`config.mk`:
```
export PLATFORM = sky130hd
export DESIGN_NAME = spiral_order_address_generator_top
export DESIGN_NICKNAME = d
export VERILOG_FILES = /design/src/rtl/soag_pkg.sv /design/src/rtl/soag_cfg_regs.sv /design/src/rtl/soag_walker.sv /design/src/rtl/spiral_order_address_generator_top.sv
export SDC_FILE = /design/constraint.sdc
export NUM_CORES = 1
export LEC_CHECK = 0
export ABC_AREA = 1
export BUFFER_PORTS_ARGS = -buffer_cell sky130_fd_sc_hd__buf_2
export CORE_ASPECT_RATIO = 1.2
export CORE_UTILIZATION = 50
export CTS_CLUSTER_DIAMETER = 80
export DETAILED_ROUTE_END_ITERATION = 12
export PLACE_DENSITY = 0.68
export SLEW_MARGIN = 5
export SYNTH_ARGS = -nofsm -noshare
export SYNTH_HDL_FRONTEND = slang
export SYNTH_SLANG_ARGS = --single-unit
```
`constraint.sdc`:
```
create_clock -name clk -period 16.1 [get_ports clk]
set_input_delay 0 -clock clk [delete_from_list [all_inputs] [get_ports clk]]
set_output_delay 0 -clock clk [all_outputs]
set_load 0.01 [all_outputs]
```
`src/rtl/soag_pkg.sv`:
```
// Shared types and constants of the spiral order address generator.
// Used by the register block, the walker and the top level; depends on nothing.
package soag_pkg;

  localparam int CNT_W  = 5;   // width of the row and column count registers
  localparam int MODE_W = 2;
  localparam int IDX_W  = 4;   // width of the emitted row and column indices
  localparam int NUM_W  = 9;   // width of the emitted cell number
  localparam int ADDR_W = 4;
  localparam int DATA_W = 32;

  // Walk selection.
  localparam logic [MODE_W-1:0] MODE_CW_UP    = 2'd0;
  localparam logic [MODE_W-1:0] MODE_CCW_UP   = 2'd1;
  localparam logic [MODE_W-1:0] MODE_CCW_DOWN = 2'd2;
  localparam logic [MODE_W-1:0] MODE_CW_DOWN  = 2'd3;

  // Register index, taken from paddr[3:2].
  localparam logic [1:0] REG_ROW_COUNT    = 2'd0;
  localparam logic [1:0] REG_COLUMN_COUNT = 2'd1;
  localparam logic [1:0] REG_WALK_MODE    = 2'd2;

  typedef struct packed {
    logic [CNT_W-1:0]  row_count;
    logic [CNT_W-1:0]  column_count;
    logic [MODE_W-1:0] walk_mode;
  } cfg_t;

  typedef struct packed {
    logic [IDX_W-1:0] row_index;
    logic [IDX_W-1:0] col_index;
    logic [NUM_W-1:0] cell_number;
    logic             last_cell;
    logic             idle;
  } res_t;

endpackage

```
`src/rtl/soag_cfg_regs.sv`:
```
// Configuration registers of the spiral order address generator, behind an APB-style port.
// Depends on soag_pkg for the register layout and the index codes.
module soag_cfg_regs import soag_pkg::*; (
  input  logic              clk,
  input  logic              rst,
  input  logic              psel,
  input  logic              penable,
  input  logic              pwrite,
  input  logic [ADDR_W-1:0] paddr,
  input  logic [DATA_W-1:0] pwdata,
  output logic [DATA_W-1:0] prdata,
  output logic              pready,
  output cfg_t              cfg
);

  logic [1:0] reg_index;
  logic       wr_en;

  assign reg_index = paddr[ADDR_W-1:2];
  assign wr_en     = psel && penable && pwrite;
  assign pready    = 1'b1;

  always_ff @(posedge clk) begin
    if (rst) begin
      cfg.row_count    <= CNT_W'(1);
      cfg.column_count <= CNT_W'(1);
      cfg.walk_mode    <= MODE_CW_UP;
    end else if (wr_en) begin
      unique case (reg_index)
        REG_ROW_COUNT:    cfg.row_count    <= pwdata[CNT_W-1:0];
        REG_COLUMN_COUNT: cfg.column_count <= pwdata[CNT_W-1:0];
        REG_WALK_MODE:    cfg.walk_mode    <= pwdata[MODE_W-1:0];
        default: ;
      endcase
    end
  end

  always_comb begin
    unique case (reg_index)
      REG_ROW_COUNT:    prdata = DATA_W'(cfg.row_count);
      REG_COLUMN_COUNT: prdata = DATA_W'(cfg.column_count);
      REG_WALK_MODE:    prdata = DATA_W'(cfg.walk_mode);
      default:          prdata = '0;
    endcase
  end

endmodule

```
`src/rtl/soag_walker.sv`:
```
// Walk state of the spiral order address generator: bounds, side, position and number,
// with the logic that emits one cell and steps to the next. Depends on soag_pkg.
module soag_walker import soag_pkg::*; #(
  parameter int MAX_SIDE = 16
) (
  input  logic clk,
  input  logic rst,
  input  logic step,
  input  logic restart,
  input  cfg_t cfg,
  output res_t res
);

  localparam int SW = $clog2(MAX_SIDE + 1);
  localparam int BW = SW + 1;
  localparam int PW = (2 * SW > NUM_W) ? 2 * SW : NUM_W;

  localparam logic [1:0] SIDE_FIRST  = 2'd0;
  localparam logic [1:0] SIDE_SECOND = 2'd1;
  localparam logic [1:0] SIDE_THIRD  = 2'd2;
  localparam logic [1:0] SIDE_FOURTH = 2'd3;

  typedef logic signed [BW-1:0] crd_t;

  typedef struct packed {
    crd_t       top;
    crd_t       bottom;
    crd_t       left;
    crd_t       right;
    logic [1:0] side;
    crd_t       pos;
  } walk_t;

  localparam crd_t ONE  = crd_t'(1);
  localparam crd_t ZERO = crd_t'(0);

  walk_t            walk, walk_next, base, adv;
  logic             ccw, ccw_next, down, down_next;
  logic [NUM_W-1:0] number, number_next, base_num;
  logic             active, active_next, base_act;
  logic [SW-1:0]    rows_c, cols_c;
  logic [PW-1:0]    area;
  crd_t             cell_r, cell_c;
  logic [1:0]       nxt;
  logic             found, ended;

  function automatic logic [SW-1:0] clamp_size(logic [CNT_W-1:0] v);
    if (v == '0) return SW'(1);
    if (32'(v) > MAX_SIDE) return SW'(MAX_SIDE);
    return SW'(v);
  endfunction

  function automatic logic side_up(logic [1:0] s);
    return (s == SIDE_FIRST) || (s == SIDE_SECOND);
  endfunction

  function automatic crd_t side_first(walk_t w, logic ccw_f, logic [1:0] s);
    if (!ccw_f) begin
      case (s)
        SIDE_FIRST:  return w.left;
        SIDE_SECOND: return w.top;
        SIDE_THIRD:  return w.right;
        default:     return w.bottom;
      endcase
    end
    case (s)
      SIDE_FIRST:  return w.top;
      SIDE_SECOND: return w.left;
      SIDE_THIRD:  return w.bottom;
      default:     return w.right;
    endcase
  endfunction

  function automatic crd_t side_last(walk_t w, logic ccw_f, logic [1:0] s);
    if (!ccw_f) begin
      case (s)
        SIDE_FIRST:  return w.right;
        SIDE_SECOND: return w.bottom;
        SIDE_THIRD:  return w.left;
        default:     return w.top;
      endcase
    end
    case (s)
      SIDE_FIRST:  return w.bottom;
      SIDE_SECOND: return w.right;
      SIDE_THIRD:  return w.top;
      default:     return w.left;
    endcase
  endfunction

  function automatic logic in_side(walk_t w, logic ccw_f, logic [1:0] s, crd_t p);
    crd_t l;
    l = side_last(w, ccw_f, s);
    return side_up(s) ? (p <= l) : (p >= l);
  endfunction

  // The inner two sides of a lap are only walked while the grid has not collapsed.
  function automatic logic side_guard(walk_t w, logic ccw_f, logic [1:0] s);
    logic rows_ok, cols_ok;
    rows_ok = w.top <= w.bottom;
    cols_ok = w.left <= w.right;
    if (s == SIDE_THIRD)  return ccw_f ? cols_ok : rows_ok;
    if (s == SIDE_FOURTH) return ccw_f ? rows_ok : cols_ok;
    return 1'b1;
  endfunction

  function automatic walk_t side_shrink(walk_t w, logic ccw_f, logic [1:0] s);
    walk_t r;
    r = w;
    if (!ccw_f) begin
      case (s)
        SIDE_FIRST:  r.top    = w.top + ONE;
        SIDE_SECOND: r.right  = w.right - ONE;
        SIDE_THIRD:  r.bottom = w.bottom - ONE;
        default:     r.left   = w.left + ONE;
      endcase
    end else begin
      case (s)
        SIDE_FIRST:  r.left   = w.left + ONE;
        SIDE_SECOND: r.bottom = w.bottom - ONE;
        SIDE_THIRD:  r.right  = w.right - ONE;
        default:     r.top    = w.top + ONE;
      endcase
    end
    return r;
  endfunction

  assign rows_c = clamp_size(cfg.row_count);
  assign cols_c = clamp_size(cfg.column_count);
  assign area   = PW'(rows_c) * PW'(cols_c);

  always_comb begin
    base      = walk;
    ccw_next  = ccw;
    down_next = down;
    base_num  = number;
    base_act  = active;
    if (restart) begin
      ccw_next    = (cfg.walk_mode == MODE_CCW_UP) || (cfg.walk_mode == MODE_CCW_DOWN);
      down_next   = (cfg.walk_mode == MODE_CCW_DOWN) || (cfg.walk_mode == MODE_CW_DOWN);
      base.top    = ZERO;
      base.bottom = crd_t'({1'b0, rows_c}) - ONE;
      base.left   = ZERO;
      base.right  = crd_t'({1'b0, cols_c}) - ONE;
      base.side   = SIDE_FIRST;
      base.pos    = side_first(base, ccw_next, SIDE_FIRST);
      base_num    = down_next ? area[NUM_W-1:0] : NUM_W'(1);
      base_act    = 1'b1;
    end

    cell_r = ZERO;
    cell_c = ZERO;
    if (!ccw_next) begin
      case (base.side)
        SIDE_FIRST:  begin cell_r = base.top;    cell_c = base.pos;   end
        SIDE_SECOND: begin cell_r = base.pos;    cell_c = base.right; end
        SIDE_THIRD:  begin cell_r = base.bottom; cell_c = base.pos;   end
        default:     begin cell_r = base.pos;    cell_c = base.left;  end
      endcase
    end else begin
      case (base.side)
        SIDE_FIRST:  begin cell_r = base.pos;    cell_c = base.left;  end
        SIDE_SECOND: begin cell_r = base.bottom; cell_c = base.pos;   end
        SIDE_THIRD:  begin cell_r = base.pos;    cell_c = base.right; end
        default:     begin cell_r = base.top;    cell_c = base.pos;   end
      endcase
    end

    // Step along the side; when it runs out, shrink and turn. At most four turns
    // reach a fresh lap, whose first side is never empty.
    adv     = base;
    adv.pos = side_up(base.side) ? base.pos + ONE : base.pos - ONE;
    found   = in_side(adv, ccw_next, adv.side, adv.pos);
    ended   = 1'b0;
    nxt     = adv.side;
    for (int i = 0; i < 4; i++) begin
      if (!found && !ended) begin
        adv = side_shrink(adv, ccw_next, adv.side);
        nxt = adv.side + 2'd1;
        if (nxt == SIDE_FIRST && !(adv.top <= adv.bottom && adv.left <= adv.right)) begin
          ended = 1'b1;
        end else begin
          adv.side = nxt;
          adv.pos  = side_first(adv, ccw_next, nxt);
          found    = side_guard(adv, ccw_next, nxt) && in_side(adv, ccw_next, nxt, adv.pos);
        end
      end
    end

    if (base_act) begin
      walk_next       = adv;
      number_next     = down_next ? base_num - NUM_W'(1) : base_num + NUM_W'(1);
      active_next     = !ended;
      res.row_index   = IDX_W'($unsigned(cell_r));
      res.col_index   = IDX_W'($unsigned(cell_c));
      res.cell_number = base_num;
      res.last_cell   = ended;
      res.idle        = 1'b0;
    end else begin
      walk_next       = base;
      number_next     = base_num;
      active_next     = 1'b0;
      res.row_index   = '0;
      res.col_index   = '0;
      res.cell_number = '0;
      res.last_cell   = 1'b0;
      res.idle        = 1'b1;
    end
  end

  always_ff @(posedge clk) begin
    if (rst) begin
      walk   <= '0;
      ccw    <= 1'b0;
      down   <= 1'b0;
      number <= '0;
      active <= 1'b0;
    end else if (step) begin
      walk   <= walk_next;
      ccw    <= ccw_next;
      down   <= down_next;
      number <= number_next;
      active <= active_next;
    end
  end

`ifndef SYNTHESIS
  a_last_ends_walk: assert property (@(posedge clk) disable iff (rst)
    step && !res.idle && res.last_cell |=> !active)
    else $error("walk still active after its final cell");

  a_walk_continues: assert property (@(posedge clk) disable iff (rst)
    step && !res.idle && !res.last_cell |=> active)
    else $error("walk dropped before its final cell");

  a_restart_emits: assert property (@(posedge clk) disable iff (rst)
    step && restart |-> !res.idle)
    else $error("restart request produced an idle result");
`endif

endmodule

```
`src/rtl/spiral_order_address_generator_top.sv`:
```
// Top level of the spiral order address generator: request and result registers
// around the walker, plus the configuration registers. Depends on soag_pkg.
//
// Usage: set row_count, column_count and walk_mode over the APB-style port while the
// block is idle, then send requests on the input channel (in_valid, in_ready, restart).
// A request with restart high starts a new walk and yields its first cell; a request
// with restart low yields the next cell. Every request yields exactly one result on
// the output channel (out_valid, out_ready); with no walk active the result has idle
// high and all other fields zero, and last_cell marks the final cell of a walk.
// A taken request waits in the request register, then goes through the walker into the
// result register. Throughput is one request per cycle while results are taken,
// as the walker step is combinational. When the receiver stalls, the result register holds
// and one further request is still taken into the request register; in_ready then falls
// until the result is taken. Reset empties both registers, ends any walk and sets the
// registers to one row, one column and the clockwise ascending walk.
module spiral_order_address_generator_top import soag_pkg::*; #(
  parameter int MAX_SIDE = 16
) (
  input  logic              clk,
  input  logic              rst,
  input  logic              in_valid,
  output logic              in_ready,
  input  logic              restart,
  output logic              out_valid,
  input  logic              out_ready,
  output logic [IDX_W-1:0]  row_index,
  output logic [IDX_W-1:0]  col_index,
  output logic [NUM_W-1:0]  cell_number,
  output logic              last_cell,
  output logic              idle,
  input  logic              psel,
  input  logic              penable,
  input  logic              pwrite,
  input  logic [ADDR_W-1:0] paddr,
  input  logic [DATA_W-1:0] pwdata,
  output logic [DATA_W-1:0] prdata,
  output logic              pready
);

  cfg_t cfg;
  res_t walk_res, res_q;
  logic req_valid, req_restart;
  logic move;

  // A held request goes through the walker whenever the result register can take it.
  assign move     = req_valid && (!out_valid || out_ready);
  assign in_ready = !req_valid || move;

  soag_cfg_regs u_cfg (
    .clk     (clk),
    .rst     (rst),
    .psel    (psel),
    .penable (penable),
    .pwrite  (pwrite),
    .paddr   (paddr),
    .pwdata  (pwdata),
    .prdata  (prdata),
    .pready  (pready),
    .cfg     (cfg)
  );

  soag_walker #(
    .MAX_SIDE (MAX_SIDE)
  ) u_walker (
    .clk     (clk),
    .rst     (rst),
    .step    (move),
    .restart (req_restart),
    .cfg     (cfg),
    .res     (walk_res)
  );

  always_ff @(posedge clk) begin
    if (rst) begin
      req_valid <= 1'b0;
    end else if (in_valid && in_ready) begin
      req_valid <= 1'b1;
    end else if (move) begin
      req_valid <= 1'b0;
    end
  end

  always_ff @(posedge clk) begin
    if (in_valid && in_ready) begin
      req_restart <= restart;
    end
  end

  always_ff @(posedge clk) begin
    if (rst) begin
      out_valid <= 1'b0;
    end else if (move) begin
      out_valid <= 1'b1;
    end else if (out_ready) begin
      out_valid <= 1'b0;
    end
  end

  always_ff @(posedge clk) begin
    if (move) begin
      res_q <= walk_res;
    end
  end

  assign row_index   = res_q.row_index;
  assign col_index   = res_q.col_index;
  assign cell_number = res_q.cell_number;
  assign last_cell   = res_q.last_cell;
  assign idle        = res_q.idle;

`ifndef SYNTHESIS
  a_idle_result_clear: assert property (@(posedge clk) disable iff (rst)
    out_valid && idle |-> row_index == '0 && col_index == '0 && cell_number == '0
      && !last_cell)
    else $error("idle result carries a cell");

  a_request_held: assert property (@(posedge clk) disable iff (rst)
    req_valid && !move |=> req_valid && $stable(req_restart))
    else $error("held request lost while the result register was full");
`endif

endmodule

```
[Word-level counts from Yosys, hierarchy flattened]
Index checks and enable logic that the tools add are counted.
Word-level totals
  register bits after elaboration: 78
  input bits: 44
  output and inout bits: 54
  word-level logic and storage cells: 354
Cells by class
  $add $sub $neg: 26
  multiply operators: 1
  $lt $le $gt $ge: 18
  eq/ne operators: 24
  multiplexer cells: 204
  reduce and logical (&&, ||, !) cells: 60
Operators by type and width (number)
  two-way mux 6 bit: 62
  one-hot mux 6 bit (3 select lines): 16
  two-way mux 24 bit: 8
  two-way mux 32 bit: 6
  two-way mux 1 bit: 89
  less-or-equal comparator 6 bit: 12
  adder 6 x 2 -> 6 bit, second input constant: 9
  subtractor 6 x 2 -> 6 bit, second input constant: 9
  two-way mux 5 bit: 8
  two-way mux 9 bit: 4
  two-way mux 8 bit: 4
  one-hot mux 4 bit (2 select lines): 4
  equality test 2 bit, second input constant: 14
  greater-or-equal comparator 6 bit: 4
  equality test 2 x 1 -> 1 bit, second input constant: 10
  logical AND 1 bit: 18
  logical NOT 2 bit: 9
  one-hot mux 5 bit (3 select lines): 1
  logical NOT 1 bit: 13
  OR reduction 3 bit: 4
  subtractor 5 x 1 -> 6 bit, second input constant: 2
  > comparator 5 bit, second input constant: 2
  logical NOT 5 bit: 2
  adder 9 x 1 -> 9 bit, second input constant: 1
  8 further kinds: 22

[Longest topological paths before layout]
Gate-level depths: netlist of run 1.
  depth after elaboration: 80
  mapped depth: 100
  depth with buffers taken out: 97

[By module]
From an unflattened synthesis of run 1, not the netlist that was laid out.
Unflattened totals
  cell total of the unflattened synthesis: 2734
  area total of the unflattened synthesis: 15847.7 µm²
Modules (own cells, without submodules)
  soag_walker: times used 1, cells an instance 2581, area each 14303.7 µm²
  soag_cfg_regs: times used 1, cells an instance 121, area each 852.1 µm²
  spiral_order_address_generator_top: times used 1, cells an instance 32, area each 691.9 µm²

[Least setup slack after synthesis of run 1]
OpenSTA, ideal clock, no wires.
  path type: flip-flop to flip-flop
  from: register req_restart
  to: register u_walker.walk[4] (netlist name)
  data arrival time: 12.896 ns
  path slack: 3.071 ns
  cell stages (with the launch flop): 90
  buffers on the path: 9
  period minus slack after synthesis: 13.029 ns
  path through: edfxtp_1 -> buf_6 -> buf_2 -> buf_2 -> nor2_1 -> inv_2 -> ha_1 -> inv_1 -> buf_1 -> buf_1 -> clkbuf_1 -> o22ai_1 -> o31ai_1 -> ha_1 -> nand2_1 -> inv_1 -> a21oi_1 -> nand3_2 -> (+54 left out) -> inv_1 -> o21ai_0 -> nand3_1 -> nor2_1 -> nand2_1 -> nor2_1 -> nand2_1 -> nand2_1 -> nand2_1 -> ha_1 -> o21ai_0 -> a31oi_1 -> o41ai_1 -> nand4_2 -> inv_2 -> nand3_1 -> nand2_1 -> a21oi_1
On the way
  longest elaborated chain between the ends: 46
  elaborated cells between the ends (all ways): 263
RTL lines
  start: declaration: RTL line spiral_order_address_generator_top.sv:42  | logic req_valid, req_restart;
  start signal: assignment: RTL line spiral_order_address_generator_top.sv:85  | req_restart <= restart;
  parallel branches: the longest is 45 deep, another holds adder 6 x 2 -> 6 bit
  two-way mux 32 bit (*): RTL line soag_walker.sv:190  | if (base_act) begin
  end signal: assignment: RTL line soag_walker.sv:219  | walk <= walk_next;
  end: declaration: RTL line soag_walker.sv:37  | walk_t walk, walk_next, base, adv;
Mark *: on every way between the ends. The select of a mux whose other input is x is not followed.
A chain may end at the register's enable or synchronous reset.

[Final worst setup path of run 1]
  from: register req_restart
  to: register u_walker.walk[2] (netlist name)
The elaborated chain is that of the path after synthesis.

==> results of run 1 <==
==> state kept, by name, indices dropped and copies added, names as in the netlist, 4 cells and up <==
signal,cells
u_cfg.cfg,12
row_index,4
col_index,4
u_walker.number,9
u_walker.walk,32
cell_number,9
==> routing by layer <==
| metal | up-vias | share of wire |
|---|---|---|
| met5 | - | 0 |
| met3 | 196 | 0.077 |
| met4 | 0 | 0.072 |
| met1 | 8333 | 0.41 |
| li1 | 8829 | - |
| met2 | 926 | 0.44 |
==> worst paths after layout <==
| kind | cells past startpoint | endpoint | start | slack [ns] |
|---|---|---|---|---|
| setup reg to reg | 83 | u_walker.walk[2]$_SDFFE_PP0P_ | req_restart$_DFFE_PP_ | 1.27 |
| hold reg to reg | 2 | u_walker.walk[24]$_SDFFE_PP0P_ | u_walker.walk[24]$_SDFFE_PP0P_ | 0.46 |
| hold / removal | 3 | u_cfg.cfg[1]$_SDFFE_PP0P_ | paddr[3] | 0.05 |
| setup / recovery | 83 | u_walker.walk[2]$_SDFFE_PP0P_ | req_restart$_DFFE_PP_ | 1.27 |
==> final cells by class <==
class	count	area share
Sequential cell	78	0.109
Tap cell	396	0.0305
Timing Repair Buffer	91	0.0373
Multi-Input combinational cell	2121	0.717
Inverter	380	0.0881
Clock buffer	9	0.0139
Clock inverter	7	0.00486
==> layout by cell type (no fill, tap or decap), types with 42 or more instances in the layout <==
cell,count
buf_4,42
nand3_1,215
nand2_1,821
o211ai_1,45
o21ai_0,146
ha_1,148
dfxtp_1,58
nor2_1,199
a21oi_1,151
inv_1,350
==> worst min-delay path: cells and delay by family <==
family / cells / cell delay, ns
AND/OR/NAND/NOR: 1 / 0.13
buffers and inverters: 1 / 0.13
AO/OA/AOI/OAI: 1 / 0.08
==> stage by stage <==
stage               setup WS [ns]  hold slack (ns)
floorplan                    3.07           0.0989
global placement             1.02            0.184
detailed placement          0.800            0.179
CTS                         0.713          0.00217
global route              -0.0472           0.0500
finish                       1.27           0.0453
==> what timing repair did <==
action	in CTS	in global routing
gates resized for setup	0	6
endpoints found under the hold margin	12	1
buffers inserted	0	2
hold buffers	8	1
setup endpoints to repair	0	10
==> cell families after synthesis <==
group                      count (synthesis)
xor gates and xnor gates                  24
AOI/OAI and AO/OA                        555
and+or+nand+nor                         1355
DFF                                       78
buffers and inverters                    517
other                                      2
adders and majority gates                159
==> impl_metrics.ini, run 1 <==
[run_status]
status = complete, but fails checks
violations = design-rule violations

[routing]
drc = 1
finalWirelength_um = 59600
drtIter0Drc = 1934
drt-wirelength-per-cell_um = 19.3
ant_nets = 0
dr.pass1.iters = 10
via_per_inst = 5.93
via_count = 18300

[cts]
clk_pin_slew_worst_paths_ns = 0.06
cts_num_sinks = 78
clk_latency_ns = 0.35
clockBufferDepth = 2
cts_max_level = 3
numCtsBuffers = 9
clockRootBuffer = clkbuf_16
cts_tree = done

[logic_synthesis]
synth_warnings = 0
synth.distinct_cells = 67
synth-compound-area-share = 0.223
synthTopCellsByArea = nand2_1 (20%), ha_1 (12%), inv_1 (8.5%), dfxtp_1 (7.5%), nand3_1 (7.0%)
synth_top_family_by_area = simple AND/OR/NAND/NOR gates
synth_area_leader_cell = nand2_1
ys.flop_type = dfxtp_1
synth_seq_cells = 78
synth_xor_area_frac = 0.0146
syn_area_um2 = 15400
netlist_instances = 2690
async_reset_ff_frac = 0
yosysTopAreaCellShare = 0.200
ys_seq_area_frac = 0.114
synth_most_common_cell = nand2_1
synth_top_cells_by_count = nand2_1 (822), inv_1 (350), nand3_1 (215)
synth_edf_count = 20
synth_simple_gate_area_frac = 0.374
synth_fa_ha_area_frac = 0.134
post_synth.cell_area_avg_um2 = 5.74
synth_mux_area_frac = 0

[global_route]
grt_pass1_wl_um = 91900
grt_pass1_vias = 16600
top_usage_layer = met2
grt_util_met3 = 0.0437
use_met1 = 0.472
use_met2 = 0.596
overflow = 0
antenna_found_initial = 0
grt_max_degree = 49
grt_usage = 0.374

[timing]
timing.slew.headroom = 0.244
fin_setup_tns_ns = 0
maxSlewViolCount = 0
worstMarginPinSlew_ns = 1.13
min_period_over_period = 0.921
report.final.setup_viol = 0
report.final.hold_viol_count = 0
fin_crit_ns = 14.83
maxClockFrequency_mhz = 67.4
fin_skew_ns = 0.00857

[floorplan]
io_pins = 98
die_width_um = 162
rows = 70
core-area_um2 = 30400
start_util = 0.508
die-height_um = 194
die_area_um2 = 31600

[layout]
fillers = 3204
utilization = 0.534
multiInputGateArea_um2 = 11600
syn2layout_area_growth_pct = 5.16
fin_cells = 3082
antennaDiodeCount = 0
fin_nets = 2884
layout-drive-gt1-share = 0.0849
register_area_um2 = 1760
postLayoutCellArea_um2 = 16200

[worst_setup_path]
crit_top_cell = nand2_1
crit_family = simple AND/OR/NAND/NOR gates
worst-path-buf-inv = 17
critPathLaunchType = flip-flop
slowest_delay_ns = 0.55
path_class = flip-flop to flip-flop
crit_slowest_cell = ha_2
critPathMaxFanout = 34
critPathArrivalTime_ns = 15.10
required_ns = 16.38
end_kind = flip-flop

[place]
dp.cells = 3055
port_buffers = 40
gp_congestion = 1.04
post_dp_cell_area_um2 = 15800
hpwlAfterDp_um = 47000

[worst_hold_path]
hold_path_class = input pin to flip-flop

[job]
drv_cap = 0
Power of run 1 is not shown: default switching activity piles up to over one toggle a cycle in this logic, so the estimate is an artifact.
==> inputs of run 2 (changes only) <==
--- a/config.mk
+++ b/config.mk
@@ -9,6 +9,7 @@
 export BUFFER_PORTS_ARGS = -buffer_cell sky130_fd_sc_hd__buf_2
 export CORE_ASPECT_RATIO = 1.2
 export CORE_UTILIZATION = 50
+export CTS_BUF_LIST = sky130_fd_sc_hd__clkbuf_8
 export CTS_CLUSTER_DIAMETER = 80
 export DETAILED_ROUTE_END_ITERATION = 12
 export PLACE_DENSITY = 0.68
==> run 2 against run 1 <==
Count of clock-buffer cells in the layout did not move. The flow still finishes with violations (design-rule violations). First-iteration DRC count rose by 2.2%. Die area did not move. Non-clock buffer count rose by 1. Worst hold slack got worse by 0.034 ns. Clock skew rose by 0.0041 ns. Register-to-register slack got worse by 0.02 ns. Final cell count barely moved. Sequential share of layout area rose by 0.056 points. Wire length fell by 0.23%. Utilization fell by 0.28 points. Via count barely moved.
==> impl_metrics.ini, run 2 (synthesis gave the netlist of run 1 again) <==
[worst_setup_path]
end_kind = flip-flop
crit_top_cell = nand2_1
crit_slowest_cell = ha_2
critPathArrivalTime_ns = 15.09
critPathLaunchType = flip-flop
path_class = flip-flop to flip-flop
required_ns = 16.34
critPathMaxFanout = 34
slowest_delay_ns = 0.54
rrSetupSlack_ns = 1.25

[worst_hold_path]
hold_path_class = input pin to flip-flop

[floorplan]
die_area_um2 = 31600
rows = 70
io_pins = 98
die_width_um = 162
start_util = 0.508
die-height_um = 194
core-area_um2 = 30400

[global_route]
grt_usage = 0.373
grt_pass1_wl_um = 91700
grt_max_degree = 49
grt_pass1_vias = 16600
overflow = 0
antenna_found_initial = 0

[layout]
reg_top3 = u_walker.walk x32, u_cfg.cfg x12
largest_reg_flops = 32
final_cell_mix = nand2_1 (821), inv_1 (350), nand3_1 (215)
layout-drive-gt1-share = 0.0852
layout_commonest_cell = nand2_1
syn2layout_area_growth_pct = 4.61
fin_nets = 2885
fin_cells = 3083
largest_register = u_walker.walk
antennaDiodeCount = 0

[place]
port_buffers = 40
dp.cells = 3055
gp_congestion = 1.04
dp_slack_ns = 0.800
hpwlAfterDp_um = 47000

[timing]
maxClockFrequency_mhz = 67.4
maxSlewViolCount = 0
report.final.hold_viol_count = 0
timing.slew.headroom = 0.243
postLayoutSetupSlackWorst_ns = 1.25
fin_skew_ns = 0.0126
report.final.setup_viol = 0
min_period_over_period = 0.922
worstMarginPinSlew_ns = 1.13
timing.hold.ws_ns = 0.0110
fin_crit_ns = 14.85

[routing]
wl_met3_um = 4970
drt-wirelength-per-cell_um = 19.3
drc = 1
ant_nets = 0
wirelength_met1_um = 24000
via_per_inst = 5.93
topRoutingLayerUsed = met4
wl_met2_um = 26600
via_count = 18300
dr.pass1.iters = 12
drtIter0Drc = 1976
finalWirelength_um = 59500

[run_status]
status = complete, but fails checks
violations = design-rule violations

[cts]
cts_num_sinks = 78
clockRootBuffer = clkbuf_8
clk_latency_ns = 0.38
clk_pin_slew_worst_paths_ns = 0.09
numCtsBuffers = 9
cts_max_level = 3
cts_tree = done
clockBufferDepth = 2

[job]
drv_cap = 0
## run 2: cell count changes in the layout (fill, tap and decap cells not counted), sizes merged
cell         delta
dlygate4sd3     +1
## run 2: layer usage
layer	global-route usage	vias to the layer above
met2	0.602	915
met3	0.0455	189
met5	0	-
met1	0.471	8360
met4	0.225	0
li1	-	8822
## run 2: layout make-up
class                           count  area [µm²]
Clock buffer                        9         124
Clock inverter                      7        78.8
Inverter                          380        1430
Multi-Input combinational cell   2121       11600
Tap cell                          396         495
Sequential cell                    78        1760
Fill cell                        3222       14300
Timing Repair Buffer               92         616
## run 2: what timing repair did
action,4_1_cts,5_1_grt
hold endpoints to repair,16,0
endpoints found under the setup margin,0,10
setup buffers,0,2
hold buffers,10,0
resized for setup,0,8
## run 2: final timing paths
path                             startpoint                        endpoint  cells after the start
min reg2reg  u_walker.walk[24]$_SDFFE_PP0P_  u_walker.walk[24]$_SDFFE_PP0P_                      2
max reg2reg           req_restart$_DFFE_PP_   u_walker.walk[4]$_SDFFE_PP0P_                     84
max                   req_restart$_DFFE_PP_   u_walker.walk[4]$_SDFFE_PP0P_                     84
min                                paddr[3]       u_cfg.cfg[0]$_SDFFE_PP0P_                      3
## run 2: worst max-delay path, delay by kind of cell, from the launching register on
family | cells | cell delay (ns)
adders and majority gates | 8 | 2.61
buffers and inverters | 19 | 3.01
and+or+nand+nor | 43 | 5.82
DFF | 1 | 0.37
xor gates and xnor gates | 3 | 0.86
AOI/OAI and AO/OA | 11 | 1.97
## run 2: per-stage QoR
stage / setup TNS, ns / cell area (µm²) / utilization
3_5_place_dp: 0 / 15800 / 0.520
3_3_place_gp: 0 / 15800 / 0.520
4_1_cts: 0 / 16100 / 0.530
2_1_floorplan: 0 / 15500 / -
5_1_grt: -0.0344 / 16100 / 0.531
6_report: 0 / 16100 / 0.531
Power of run 2 is left out for the same reason.
